## src/rtl/core/npc_pkg.sv

```systemverilog
package npc_pkg;

  localparam int SLOT_W      = 10;
  localparam int CUTOFF_W    = 23;
  localparam int REF_COUNT_W = 11;
  localparam int INDEX_W     = 10;
  localparam int CFG_IDX_W   = 1;
  localparam int CFG_DATA_W  = 23;
  localparam int LIMIT_W     = 2 * CUTOFF_W;

  typedef enum logic [0:0] {
    CMD_LOAD  = 1'b0,
    CMD_QUERY = 1'b1
  } cmd_e;

  typedef enum logic [CFG_IDX_W-1:0] {
    CFG_CUTOFF    = 1'b0,
    CFG_REF_COUNT = 1'b1
  } cfg_reg_e;

  typedef enum logic [1:0] {
    ST_IDLE,
    ST_SCAN,
    ST_DRAIN,
    ST_FINISH
  } ctrl_state_e;

  typedef struct packed {
    logic load_we;
    logic query_start;
    logic rd_en;
    logic finish;
  } ctrl_cmd_t;

  typedef struct packed {
    logic pipe_busy;
  } dp_status_t;

endpackage

```

## src/rtl/core/npc_ctrl.sv

```systemverilog
module npc_ctrl #(
  parameter int MAX_REF_POINTS = 1024,
  localparam int AW = $clog2(MAX_REF_POINTS),
  localparam int CW = $clog2(MAX_REF_POINTS + 1)
) (
  input  logic                   clk_i,
  input  logic                   rst_ni,
  input  logic                   in_valid_i,
  input  logic                   in_query_i,
  input  logic [CW-1:0]          n_i,
  input  logic                   out_free_i,
  input  npc_pkg::dp_status_t    status_i,
  output logic                   in_ready_o,
  output npc_pkg::ctrl_cmd_t     cmd_o,
  output logic [AW-1:0]          rd_addr_o
);

  npc_pkg::ctrl_state_e state_q, state_d;
  logic [CW-1:0] cnt_q, cnt_d;

  always_ff @(posedge clk_i or negedge rst_ni) begin
    if (!rst_ni) begin
      state_q <= npc_pkg::ST_IDLE;
      cnt_q   <= '0;
    end else begin
      state_q <= state_d;
      cnt_q   <= cnt_d;
    end
  end

  assign rd_addr_o = cnt_q[AW-1:0];

  always_comb begin
    state_d    = state_q;
    cnt_d      = cnt_q;
    in_ready_o = 1'b0;
    cmd_o      = '0;
    unique case (state_q)
      npc_pkg::ST_IDLE: begin
        in_ready_o = 1'b1;
        if (in_valid_i) begin
          if (in_query_i) begin
            cmd_o.query_start = 1'b1;
            cnt_d             = '0;
            state_d           = npc_pkg::ST_SCAN;
          end else begin
            cmd_o.load_we = 1'b1;
          end
        end
      end
      npc_pkg::ST_SCAN: begin
        if (cnt_q == n_i) begin
          state_d = npc_pkg::ST_DRAIN;
        end else begin
          cmd_o.rd_en = 1'b1;
          cnt_d       = cnt_q + 1'b1;
        end
      end
      npc_pkg::ST_DRAIN: begin
        if (!status_i.pipe_busy) begin
          state_d = npc_pkg::ST_FINISH;
        end
      end
      npc_pkg::ST_FINISH: begin
        // hold until the result register is free
        if (out_free_i) begin
          cmd_o.finish = 1'b1;
          state_d      = npc_pkg::ST_IDLE;
        end
      end
      default: state_d = npc_pkg::ST_IDLE;
    endcase
  end

endmodule

```

## config.mk

```make
export PLATFORM = sky130hd
export DESIGN_NAME = npc_ctrl
export DESIGN_NICKNAME = d
export VERILOG_FILES = /design/src/rtl/core/npc_pkg.sv /design/src/rtl/core/npc_ctrl.sv
export SDC_FILE = /design/constraint.sdc
export NUM_CORES = 1
export LEC_CHECK = 0
export BUFFER_PORTS_ARGS = -buffer_cell sky130_fd_sc_hd__buf_2
export CORE_MARGIN = 2
export CORE_UTILIZATION = 57
export CTS_BUF_LIST = sky130_fd_sc_hd__clkbuf_2
export DETAILED_ROUTE_END_ITERATION = 8
export MAX_ROUTING_LAYER = met4
export PLACE_DENSITY = 0.84
export SYNTH_ARGS = -nofsm -noshare
export SYNTH_HDL_FRONTEND = slang
export SYNTH_SLANG_ARGS = --single-unit
```

## constraint.sdc

```tcl
create_clock -name clk_i -period 3.9 [get_ports clk_i]
set_clock_uncertainty 0.1 [all_clocks]
set_input_delay 0.195 -clock clk_i [delete_from_list [all_inputs] [get_ports clk_i]]
set_output_delay 0.195 -clock clk_i [all_outputs]
set_load 0.03 [all_outputs]
```

After elaboration in Yosys (flattened, before gate mapping) --
Cells that the tools add are included.
Storage, ports and cells: bits in registers 13, logic and storage cells 36
Operators by class: add/subtract/negate cells 1, eq/ne operators 10, multiplexer cells 19, reduce and logical (&&, ||, !) cells 4
Operator list (number):
- $mux W11 | 3
- $pmux W11 S2 | 1
- $mux W2 | 7
- $ne A2 B2 Y1 const B | 6
- $add A11 B1 Y11 const B | 1
- $eq A11 B11 Y1 | 1
- $pmux W2 S4 | 1
- $mux W1 | 7
- $reduce_and A5 Y1 | 1
- $eq A2 B2 Y1 const B | 2
- $reduce_and A4 Y1 | 1
- $eq A2 B1 Y1 const B | 1
- $logic_not A2 Y1 | 1
- $reduce_bool A2 Y1 | 1

Logic depth before layout (Yosys ltp) --
word-level depth 3, depth in mapped cells 7, gate-level depth less buffers 7

Worst setup path after synthesis --
Ideal clock, no wire load.
path type register to register, from register state_q[0], to register cnt_q[3], setup time 0.130 ns, arrival 2.117 ns, required time 3.670 ns, slack 1.553 ns, cell stages (with the launch flop) 8, buffers on the path 0, period minus slack after synthesis 2.347 ns, path through dfrtp_1 inv_1 ha_1 and3_1 a21oi_1 or3b_2 o221ai_1 o31ai_1
Between the ends: longest elaborated chain between the ends 3, elaborated cells on any way between the ends 8, classes of those cells eq/ne: 4; mux: 1; reduce/logical: 3
Ends and longest elaborated chain:
- start, declared | RTL line npc_ctrl.sv:18 | npc_pkg::ctrl_state_e state_q, state_d;
- start signal, assigned | RTL line npc_ctrl.sv:23 | state_q <= npc_pkg::ST_IDLE;
- start signal, assigned | RTL line npc_ctrl.sv:26 | state_q <= state_d;
- $eq A2 B1 Y1 or $logic_not A2 Y1 (tied branches) | RTL line npc_ctrl.sv:38 | unique case (state_q)
- $ne A2 B2 Y1 (no source line) or $reduce_bool A2 Y1 (tied branches)
- $reduce_and A4 Y1 (no source line)
- end signal, assigned | RTL line npc_ctrl.sv:27 | cnt_q <= cnt_d;
- end, declared | RTL line npc_ctrl.sv:19 | logic [CW-1:0] cnt_q, cnt_d;
Parallel ways exist; a longest one is shown, timed or not. A chain may end at the register's enable or synchronous reset.

Final worst setup path --
from register state_q[1], to register cnt_q[3]
Same word-level chain as after synthesis.

==> impl_metrics.yaml <==
timing:
  finalSetupViolCount: 0
  hold_viol: 0
  fin_crit_ns: 2.432
  slew_headroom_pct: 34.74
  rsz0062_at_grt: "false"
  post-route-period-util_pct: 62.36
  worstMarginPinSlew_ns: 0.9789
  slew_violations: 0
  fmax_ghz: 0.4112
  timing.final.ws_setup_ns: 1.468
  fin_tns_setup_ns: 0
power:
  clock_power_share_pct: 10.2
  internal-power_mw: 0.3362
  power_density_mw_per_mm2: 589.1
  switching_power_mw: 0.3662
  p_comb_share_pct: 58.0
  p_sw_share_pct: 52.14
  seqPwrFrac_pct: 31.9
  cellLeakagePower_nw: 0.5649
  ir_drop_mv: 0.4860
clocking:
  cts_tree: "built"
  cts_resized: 0
  cts_buffers: 3
  clock_latency_ns: 0.28
  cts_max_level: 1
  holdBufCountCts: 1
  clk_pin_slew_worst_paths_ns: 0.14
  clock_sink_count: 13
  root_buffer: "clkbuf_2"
  post_cts_buffers: 0
  clockBufferDepth: 2
floorplan:
  fp-row-count: 15
  num_io_pins: 32
  dieHeight_um: 47.63
  dieArea_mm2: 0.002268
  coreArea_mm2: 0.001764
  initial_core_util_pct: 61.49
  die_width_um: 47.63
finish:
  area.growth.synth_to_final_pct: 9.919
  nets: 169
  layout_commonest_cell: "buf_2"
  most-common-layout-cells: "buf_2 (31), dfrtp_1 (13), nand2_1 (12)"
  antenna_cells: 0
  layout-drive-gt1-share_pct: 28.08
  nFillCells: 168
run_status:
  status: "complete, no violations"
worst_setup_path:
  cp-end-kind: "register"
  path_delay_family: "compound AO/OA/AOI/OAI gates"
  critical_path.cell_chain: "inv_1 -> ha_1 -> a21oi_1 -> or3b_2 -> o221ai_1 -> o31ai_1"
  critPathBufInv: 1
  cp-start-kind: "register"
  r2r_slack_ns: 1.47
  cpPeakStageDelay_ns: 0.56
  crit_required_ns: 3.97
  arrival_ns: 2.50
  crit_slowest_cell: "or3b_2"
  worstPathMaxFanout: 14
  critical_path_class: "register to register"
route:
  drc: 0
  wl_mm: 2.468
  wire_per_inst_um: 14.43
  vias: 1016
  drt_iter0_drc: 34
  ant_nets: 0
  dr.pass1.iters: 4
  vias_per_cell: 5.942
yosys:
  synthCells: 126
  synthDistinctLibCells: 35
  synth_warnings: 0
  ys_seq_area_share_pct: 29.99
  yosys_most_used_dff: "dfrtp_1"
  synth_fp_nets: 148
  ys_seq_elements: 13
  avgSynthCellArea_um2: 8.609
  async_flop_share_pct: 100.0
  synth_edf_count: 0
  syn_area_mm2: 0.001085
grt:
  grt_pass1_wl_mm: 3.850
  grtUsageTotal_pct: 25.16
  gr-total-overflow: 0
  grt_pass1_vias: 921
  antenna_found_initial: 0
  grt_start_max_net_pins: 16
placed_design:
  hpwl_mm: 1.819
  pre_cts_slack_ns: 1.507
  io_buffers: 31
  gp_congestion: 0.8591
run:
  maxCapViolCount: 0
worst_hold_path:
  min_path_type: "input port to asynchronous set/reset pin"
[synth_stat cells, types with 4 or more instances]
| master | instances | area share (%) |
|---|---|---|
| buf_4 | 13 | 9.0 |
| dfrtp_1 | 13 | 30 |
| nand2_1 | 12 | 4.2 |
| xnor2_1 | 11 | 8.9 |
| inv_1 | 7 | 2.4 |
| o21ai_0 | 6 | 2.8 |
| a21oi_1 | 5 | 2.3 |
| ha_1 | 5 | 5.8 |
| nand3_1 | 5 | 2.3 |
| nor2_1 | 5 | 1.7 |
| nand4_1 | 4 | 2.3 |
[logic make-up after synthesis]
kind of cell / Yosys count / synth area share, %
fa+ha+maj: 5 / 5.767
simple gates: 46 / 23.76
flops: 13 / 29.99
compound gates: 24 / 15.34
buf+inv: 23 / 12.46
xor+xnor: 11 / 8.881
mux: 4 / 3.806
[worst register-to-register path, delay by kind of cell, from the launching register on]
kind | cells | cell delay, ns
flops | 1 | 0.44
buf+inv | 1 | 0.09
fa+ha+maj | 1 | 0.44
simple gates | 1 | 0.56
compound gates | 3 | 0.70
[sequential cells by signal, indices dropped and copies added (netlist names)]
| name | cells |
|---|---|
| cnt_q | 11 |
| state_q | 2 |
[stage by stage]
stage / instances / area [um2] / util (%) / hold slack (ns) / total power, mW
after global placement: 166 / 1162 / 65.89 / 0.0008494 / 0.6079
after global routing: 171 / 1192 / 67.59 / 0.2230 / 0.7635
after floorplan: 126 / 1085 / - / -0.2006 / 0.5584
final: 171 / 1192 / 67.59 / 0.2113 / 0.7024
after CTS: 171 / 1192 / 67.59 / 0.2146 / 0.7054
after detailed placement: 166 / 1162 / 65.89 / 0.004641 / 0.6340
[final timing paths]
check,startpoint,endpoint,cells past startpoint
worst max register to register,state_q[1]$_DFFE_PN0P_,cnt_q[3]$_DFFE_PN0P_,6
min in group clk_i,status_i,state_q[0]$_DFFE_PN0P_,4
worst max-delay path,state_q[1]$_DFFE_PN0P_,cnt_q[3]$_DFFE_PN0P_,6
worst min-delay path,rst_ni,cnt_q[0]$_DFFE_PN0P_,2
max in group asynchronous,rst_ni,cnt_q[7]$_DFFE_PN0P_,2
worst min register to register,state_q[1]$_DFFE_PN0P_,state_q[1]$_DFFE_PN0P_,1
[per-layer routing]
metal	part of all wire, %	routed length, um	track usage (%)
met1	44	1086	30.09
met2	51	1252	41.35
met3	4.7	117	4.528
met4	0.49	12	10.81
met5	0	0	-
[area by class of cell]
cell class,count,area [um2],share of cell area (%)
clock buffer,3,15.01,1.259
clock inverter,1,5.005,0.4197
inverter,7,26.28,2.204
multi-input combinational,90,624.3,52.36
sequential,13,325.3,27.28
tap,25,31.28,2.623
timing repair buffer,32,165.2,13.85
[power groups by stage]
stage / logic, mW / registers [mW] / clock network, mW
2_1_floorplan: 0.351 / 0.207 / 0
3_3_place_gp: 0.386 / 0.222 / 0
3_5_place_dp: 0.407 / 0.227 / 0
4_1_cts: 0.409 / 0.223 / 0.0733
5_1_grt: 0.451 / 0.232 / 0.0806
6_report: 0.407 / 0.224 / 0.0715
Power figures use the tool's default switching activity.
